[config.mk]
export PLATFORM = sky130hd
export DESIGN_NAME = rot_cell
export DESIGN_NICKNAME = d
export VERILOG_FILES = /design/src/design/rot_pkg.sv /design/src/design/rot_cell.sv
export SDC_FILE = /design/constraint.sdc
export NUM_CORES = 1
export LEC_CHECK = 0
export ABC_AREA = 1
export BUFFER_PORTS_ARGS = -buffer_cell sky130_fd_sc_hd__buf_2
export CORE_MARGIN = 5
export CORE_UTILIZATION = 45
export DETAILED_ROUTE_END_ITERATION = 10
export GPL_TIMING_DRIVEN = 0
export PLACE_DENSITY = 0.76
export REMOVE_ABC_BUFFERS = 1
export SYNTH_ARGS = -nofsm -noshare
export SYNTH_HDL_FRONTEND = slang
export SYNTH_SLANG_ARGS = --single-unit
[constraint.sdc]
create_clock -name clk -period 7.54 [get_ports clk]
set_clock_uncertainty 0.15 [all_clocks]
set_input_delay 0 -clock clk [delete_from_list [all_inputs] [get_ports clk]]
set_output_delay 0 -clock clk [all_outputs]
set_load 0.005 [all_outputs]
[src/design/rot_pkg.sv]
// Shared types and constants of the occupancy tracker.
package rot_pkg;

  localparam int DW = 16;          // sample width
  localparam int KW = 17;          // cell key width (sample or deviation)
  localparam int CFG_IDX_W = 2;
  localparam int CFG_DATA_W = 7;

  localparam logic [CFG_IDX_W-1:0] REG_MIN_HISTORY = 2'd0;
  localparam logic [CFG_IDX_W-1:0] REG_BURST_LIMIT = 2'd1;

  localparam logic [6:0]  MIN_HIST_RESET    = 7'd20;
  localparam logic [3:0]  BURST_LIMIT_RESET = 4'd3;
  localparam logic [16:0] SIGMA_SCALE       = 17'd97163;   // 1.4826 in Q1.16
  localparam logic [15:0] SIGMA_MIN         = 16'd26;      // 0.1 in Q8.8
  localparam logic [15:0] SIGMA_RESET       = 16'd256;
  localparam logic [4:0]  OCC_MAX           = 5'd20;
  localparam logic [18:0] EMA_BIAS          = 19'd163842;  // offset + rounding
  localparam logic [18:0] DIV5_MUL          = 19'd419431;  // ceil(2^21 / 5)
  localparam int          DIV5_SHIFT        = 21;

  localparam logic [1:0] CLS_NOISE = 2'd0;
  localparam logic [1:0] CLS_BURST = 2'd1;
  localparam logic [1:0] CLS_CONT  = 2'd2;

  typedef enum logic [2:0] {
    OP_IDLE, OP_LOAD_VAL, OP_LOAD_DEV, OP_RANK, OP_SEL_LOAD, OP_SEL
  } cell_op_t;

  typedef struct packed {
    logic                 v;
    logic signed [KW-1:0] k;
  } trav_t;

  typedef enum logic [3:0] {
    S_IDLE, S_LDV, S_RNK1, S_SLD1, S_SEL1, S_LDD, S_RNK2, S_SLD2, S_SEL2,
    S_SIG, S_SCL, S_EMA, S_DEC, S_OUT
  } state_t;

endpackage

[src/design/rot_cell.sv]
// One window cell: holds a sample, ranks passing keys, picks up the selected key.
module rot_cell import rot_pkg::*; #(
  parameter int CNT_W = 7
) (
  input  logic                  clk,
  input  cell_op_t              op,
  input  logic                  we,
  input  logic signed [DW-1:0]  wdata,
  input  logic                  vld,
  input  logic [CNT_W-1:0]      rank_k,
  input  trav_t                 trav_in,
  output trav_t                 trav_out,
  output logic signed [KW-1:0]  res
);

  logic signed [DW-1:0] val_r;
  logic signed [KW-1:0] key_r;
  logic signed [KW-1:0] res_r;
  trav_t                trav_r;
  logic [CNT_W-1:0]     lt_r;
  logic [CNT_W-1:0]     le_r;

  logic signed [KW-1:0] val_ext;
  logic signed [KW:0]   diff;
  logic signed [KW-1:0] dev;
  logic                 qual;

  assign val_ext = {val_r[DW-1], val_r};
  assign diff    = {val_ext[KW-1], val_ext} - {res_r[KW-1], res_r};
  // |sample - median| never exceeds 65535
  assign dev     = diff[KW] ? KW'(-diff) : diff[KW-1:0];
  // this cell holds the rank_k-th smallest key, counting from zero
  assign qual    = vld && (lt_r <= rank_k) && (le_r > rank_k);

  always_ff @(posedge clk) begin
    if (we) begin
      val_r <= wdata;
    end
    case (op)
      OP_LOAD_VAL: begin
        key_r  <= val_ext;
        trav_r <= '{v: vld, k: val_ext};
        lt_r   <= '0;
        le_r   <= '0;
      end
      OP_LOAD_DEV: begin
        key_r  <= dev;
        trav_r <= '{v: vld, k: dev};
        lt_r   <= '0;
        le_r   <= '0;
      end
      OP_RANK: begin
        if (trav_r.v) begin
          if (trav_r.k < key_r) lt_r <= lt_r + {{(CNT_W-1){1'b0}}, 1'b1};
          if (trav_r.k <= key_r) le_r <= le_r + {{(CNT_W-1){1'b0}}, 1'b1};
        end
        trav_r <= trav_in;
      end
      OP_SEL_LOAD: begin
        trav_r <= '{v: qual, k: key_r};
      end
      OP_SEL: begin
        if (trav_r.v) res_r <= trav_r.k;
        trav_r <= trav_in;
      end
      default: ;
    endcase
  end

  assign trav_out = trav_r;
  assign res      = res_r;

endmodule
; Yosys cells after proc, flatten, opt, wreduce, memory -nomap -nowiden
; Index checks and enable logic that the tools add are counted.
[totals]
register_bits = 82
out_inout_bits = 35
wordCells = 42
[classes]
n_addsub = 4
n_lt_le_gt_ge = 4
n_eq_ne = 8
muxes = 9
n_reduce_logical = 10
[op_table]
columns = cell, count
row1 = one-hot mux 18 bit (4 select lines), 1
row2 = one-hot mux 17 bit (2 select lines), 1
row3 = two-way mux 7 bit, 4
row4 = one-hot mux 7 bit (2 select lines), 2
row5 = subtractor 16 x 17 -> 18 bit, 1
row6 = less-or-equal comparator 17 bit, 1
row7 = less-than comparator 17 bit, 1
row8 = two-way mux 17 bit, 1
row9 = negation 17 bit, 1
row10 = "adder 7 x 1 -> 7 bit, second input constant", 2
row11 = > comparator 7 bit, 1
row12 = less-or-equal comparator 7 bit, 1
row13 = "== test 3 x 2 -> 1 bit, second input constant", 2
row14 = "== test 3 bit, second input constant", 2
row15 = "inequality test 2 bit, second input constant", 3
row16 = AND reduction 3 bit, 2
row17 = nonzero test 2 bit, 2
row18 = nonzero test 4 bit, 1
row19 = OR reduction 2 bit, 2
row20 = "== test 3 x 1 -> 1 bit, second input constant", 1
row21 = logical AND 1 bit, 2
row22 = AND reduction 2 bit, 1

; Logic depth before layout (Yosys ltp)
[depth]
depth_word = 4
ltp_mapped = 19
mapped_depth_nobuf = 19

; Worst setup path before layout
; OpenSTA, ideal clock, no wires.
[synth_path]
path_kind = reg2reg
startpoint = register res_r[0], in the netlist res[0]
endpoint = register trav_r, in the netlist trav_out[16] (data pin)
setup_ps = 261
arrival_time_ps = 2252
required_time_ps = 7129
slack_ps = 4877
path_stages_with_launch = 17
cell_sequence = edfxtp_1 -> ha_1 -> inv_1 -> fa_1 -> inv_1 -> ha_1 -> inv_1 -> a21oi_1 -> nand3_1 -> nor2_2 -> nand2_2 -> nor2_4 -> nand2_2 -> nand2_2 -> nand3_1 -> nand3_2 -> nand3_1
[synth_between]
elab_chain_len = 4
[synth_rtl]
columns = element, line_no
row1 = from (decl), rot_cell.sv:18  ; logic signed [KW-1:0] res_r;
row2 = from (signal assigned), rot_cell.sv:63  ; if (trav_r.v) res_r <= trav_r.k;
row3 = subtractor 16 x 17 -> 18 bit (*), rot_cell.sv:29  ; assign diff = {val_ext[KW-1], val_ext} - {res_r[KW-1], res_r};
row4 = negation 17 bit, rot_cell.sv:31  ; assign dev = diff[KW] ? KW'(-diff) : diff[KW-1:0];
row5 = two-way mux 17 bit (*), rot_cell.sv:31
row6 = one-hot mux 18 bit (4 select lines) (*), rot_cell.sv:39  ; case (op)
row7 = to (signal assigned), rot_cell.sv:42  ; trav_r <= '{v: vld, k: val_ext};
row8 = to (signal assigned), rot_cell.sv:48  ; trav_r <= '{v: vld, k: dev};
row9 = to (signal assigned), rot_cell.sv:57  ; trav_r <= trav_in;
row10 = to (decl), rot_cell.sv:19  ; trav_t trav_r;
; Every way passes the cells marked *; elsewhere a longest branch is shown, timed or not.
; A chain may end at the register's enable or synchronous reset.

; Worst setup path after layout
[layout_path]
startpoint = register val_r[2]
endpoint = register key_r[13] (data pin)
[layout_between]
elab_chain_len = 4
[layout_rtl]
columns = element, line_no
row1 = from (decl), rot_cell.sv:16  ; logic signed [DW-1:0] val_r;
row2 = from (signal assigned), rot_cell.sv:37  ; val_r <= wdata;
row3 = subtractor 16 x 17 -> 18 bit (*), rot_cell.sv:29
row4 = negation 17 bit, rot_cell.sv:31
row5 = two-way mux 17 bit (*), rot_cell.sv:31
row6 = one-hot mux 17 bit (2 select lines) (*), rot_cell.sv:39
row7 = to (signal assigned), rot_cell.sv:41  ; key_r <= val_ext;
row8 = to (signal assigned), rot_cell.sv:47  ; key_r <= dev;
row9 = to (decl), rot_cell.sv:17  ; logic signed [KW-1:0] key_r;
; Marks and branches as above.

==> summary.txt <==
Die
  – Core area: 13,100 um2
  – Initial Utilization: between 40% and 50%
  – Ports: 82
  – X dimension of the die: ~120 um
  – Standard-cell row count: 42
  – Height of the chip: 125 um
  – DIE AREA: 15,500 um2

Finish
  – Leading cell type in the layout, fill and taps excluded: sky130_fd_sc_hd__nand2_1
  – Layout-stage area growth over the synthesis result: 22.2%
  – Commonest non-fill, non-tap cells in the layout: sky130_fd_sc_hd__nand2_1 (195), sky130_fd_sc_hd__inv_1 (143), sky130_fd_sc_hd__edfxtp_1 (82), sky130_fd_sc_hd__buf_2 (81), sky130_fd_sc_hd__nand3_1 (57)
  – Filler instances: 1,134
  – Fraction of final layout cells sized beyond drive strength 1: 14.9%
  – Final #Nets: 962
  – Diode count: 0

Clock network
  – Clock-pin slew on the worst setup and hold paths: 0.06 ns
  – Number of sinks on the clock net: just over 80
  – Clock root buffer: sky130_fd_sc_hd__clkbuf_16
  – Max H-tree Level: 3
  – Number of buffers on the longest clock path: 2
  – CTS tree: yes
  – Total clock buffers created by CTS: 9
  – Clock latency of the later-clocked register in the worst-skew pair: 0.35 ns

Global route
  – Maximum number of pins on one net before global-route repair: 21
  – All-layer global routing usage: 20.3%
  – Fraction of met1 tracks used by global routing: between 20% and 30%
  – Initial antenna violation count: 0
  – Wire length of the first global-routing pass: 25,500 um
  – Number of global-route vias before repair: 5,168
  – Most Used Layer, Global Route: met2
  – Met2 usage: 34.7%
  – Global routing met3 resource utilization: 3.43%
  – Total congestion overflow: 0

Timing
  – Number of setup violations in the final report: 0
  – Upper clock frequency limit: roughly 310 MHz
  – Pins over their slew limit: 0
  – Worst slew slack as a fraction of its limit: 34.0%
  – Crit share post-route: 43.2%
  – Slew at the pin closest to its max-slew limit: 0.988 ns
  – Crit path time final: roughly 3.3 ns
  – Total negative slack for setup checks: 0 ns
  – Worst path setup slack after routing: 4.28 ns
  – RSZ-0062 raised after global routing: false
  – Final hold vios: 0

Critical path
  – Largest delay contributor family on the critical path: simple AND/OR/NAND/NOR gates
  – Kind of critical path: flip-flop to flip-flop
  – Biggest cell delay along the critical path: 0.65 ns
  – Critical Path Source Type: flip-flop
  – Slowest cell on the critical path: sky130_fd_sc_hd__nand2_1
  – Data required time at the worst endpoint: 7.49 ns
  – Total buffers and inverters traversed by the critical path: 0
  – Worst R2R Setup Slack: 4.28 ns
  – Type of destination of the critical path: flip-flop
  – Ordered list of cells on the worst path: ha_1 > nand2_1 > nand2_1 > nand2_1 > nand2_1 > nand2_1 > nand3_2 > nand2_1 > nand2_1 > nand2_1 > nand2_1 > nand2_2 > nand2_1 > nand2_1 > nand3_1 > o21ai_0
  – Critical Path Most Common Cell: sky130_fd_sc_hd__nand2_1
  – Maximum fanout along the worst path: 20
  – WP data arrival: approximately 3.2 ns

Placed design
  – Number of input and output port buffers inserted: 81
  – Routability cong.: 0.911
  – Half-perimeter wire length of the detailed placement result: 11,800 um
  – Post-placement worst setup slack: 4.35 ns

Power and ir drop
  – Power, Total: 1.39 mW
  – PwrDens: 192 nW/um2
  – IR Drop Worst-Case VDD: 107 uV
  – P_leak: 3.53 nW

Yosys
  – Number of synthesized register bits: just over 80
  – Average cell area after synthesis: 8.01 um2
  – Simple-gate area share of the yosys netlist: roughly 26%
  – Synth Area in XOR/XNOR: 0.444%
  – Mapped cell area: about 5900 um2
  – Largest family of logic cells by synthesized area: simple AND/OR/NAND/NOR gates
  – Synth Area in Compound Gates: between 10% and 20%
  – Mux contribution to synthesized area: 0%
  – Sequential element share of the synthesized area: 41.6%
  – Cells after synthesis: 739
  – Adder and majority gate portion of the synthesized area: 11.3%
  – Synthesis Warnings: 0
  – Number of distinct library cell variants in the gate-level netlist after synthesis: 42

Routing
  – Mean routed wirelength per cell: 15.1 um
  – Vias: 5,413
  – Remaining DRCs: 0
  – First-pass DRT Iterations: 5
  – Wirelength, routed: around 16,000 um
  – Number of nets with antenna violations after routing: 0
  – Via density per instance: 5.19
  – DRC marker count from the first detailed-route iteration: 510

Status
  – Status: finished, final reports clean

Job
  – Count of maximum capacitance violations: 0

Min path
  – Class of the tightest hold or removal check: primary input to flip-flop
[sequential cells by signal, summed over array words and instances, names as in the netlist]
signal and count:
lt_r 7, trav_out 18, key_r 17, le_r 7
res 17, val_r 16
[cell usage after synthesis, drive strengths merged]
master   instances  area share (%)
nor3             8            0.68
clkbuf           4            0.25
nor3b            2            0.25
o211ai           8             1.0
a21oi           28             2.6
a221oi           1            0.15
o2111ai          3            0.44
o21bai           3            0.38
nand3b           2            0.25
nor4             3            0.32
a21boi           5            0.63
and2             2            0.21
nand3           64             6.0
o32ai            1            0.15
a211oi           3            0.38
nor2            46             3.1
inv            145             9.2
fa               1            0.34
xor2             1            0.15
a22oi           14             1.8
buf              5            0.68
a21o             1            0.13
nand2          206              14
o21ai           34             2.9
ha              52              11
xnor2            2            0.30
edfxtp          82              42
nand4           13             1.4
[cell families after synthesis]
| family | count (synthesis) |
|---|---|
| flops | 82 |
| fa+ha+maj | 53 |
| xor+xnor | 3 |
| buf+inv | 154 |
| simple gates | 346 |
| compound gates | 101 |
[where the power goes]
group	switching [mW]	leakage (nW)	internal, mW	total, mW
Sequential	0.0255	0.788	0.548	0.574
Combinational	0.208	2.59	0.128	0.336
Clock	0.188	0.151	0.290	0.477
Total	0.422	3.53	0.966	1.39
[stage by stage]
stage          std cells  hold slack [ns]  cell area (um2)  util [%]
2_1_floorplan        730          -0.0511             5860         -
3_3_place_gp         987           0.0264             6490      49.6
3_5_place_dp         991           0.0282             6550      50.1
4_1_cts             1043           0.0327             7230      55.3
5_1_grt             1043           0.0587             7230      55.3
6_report            1043           0.0391             7230      55.3
[path summary, 6_finish.rpt]
kind                          from  cells past startpoint             endpoint
min reg2reg  trav_out[8]$_DFFE_PP_                      0     res[8]$_DFFE_PP_
min                          op[1]                      4  key_r[14]$_DFFE_PP_
max             val_r[2]$_DFFE_PP_                     16  key_r[13]$_DFFE_PP_
max reg2reg     val_r[2]$_DFFE_PP_                     16  key_r[13]$_DFFE_PP_
[area by class of cell]
| cell class | instances | area (um2) | area share [%] |
|---|---|---|---|
| multi-input combinational | 503 | 2870 | 39.6 |
| tap | 176 | 220 | 3.04 |
| clock buffer | 9 | 225 | 3.11 |
| timing repair buffer | 121 | 818 | 11.3 |
| sequential | 82 | 2460 | 34.0 |
| inverter | 145 | 547 | 7.56 |
| clock inverter | 7 | 92.6 | 1.28 |
[worst reg2reg max path, cell delays in order, from the launching register on]
cell	delay [ns]
sky130_fd_sc_hd__edfxtp_1	0.44
sky130_fd_sc_hd__ha_1	0.52
sky130_fd_sc_hd__nand2_1	0.10
sky130_fd_sc_hd__nand2_1	0.10
sky130_fd_sc_hd__nand2_1	0.11
sky130_fd_sc_hd__nand2_1	0.08
sky130_fd_sc_hd__nand2_1	0.08
sky130_fd_sc_hd__nand3_2	0.08
sky130_fd_sc_hd__nand2_1	0.06
sky130_fd_sc_hd__nand2_1	0.06
sky130_fd_sc_hd__nand2_1	0.05
sky130_fd_sc_hd__nand2_1	0.65
sky130_fd_sc_hd__nand2_2	0.18
sky130_fd_sc_hd__nand2_1	0.12
sky130_fd_sc_hd__nand2_1	0.06
sky130_fd_sc_hd__nand3_1	0.10
sky130_fd_sc_hd__o21ai_0	0.09
[metal layers]
metal  vias to the layer above  wire (um)
met5                         -          0
met4                         0        376
met3                        38       1150
met2                       209       7650
met1                      2448       6570
li1                       2718          -
[repair_timing]
item                                   in CTS  in global routing
setup buffers                               0                  0
hold buffers                               36                  0
endpoints found under the hold margin      43                  0
resized for setup                           0                  0
No activity file was read; power rests on OpenSTA's default activity.
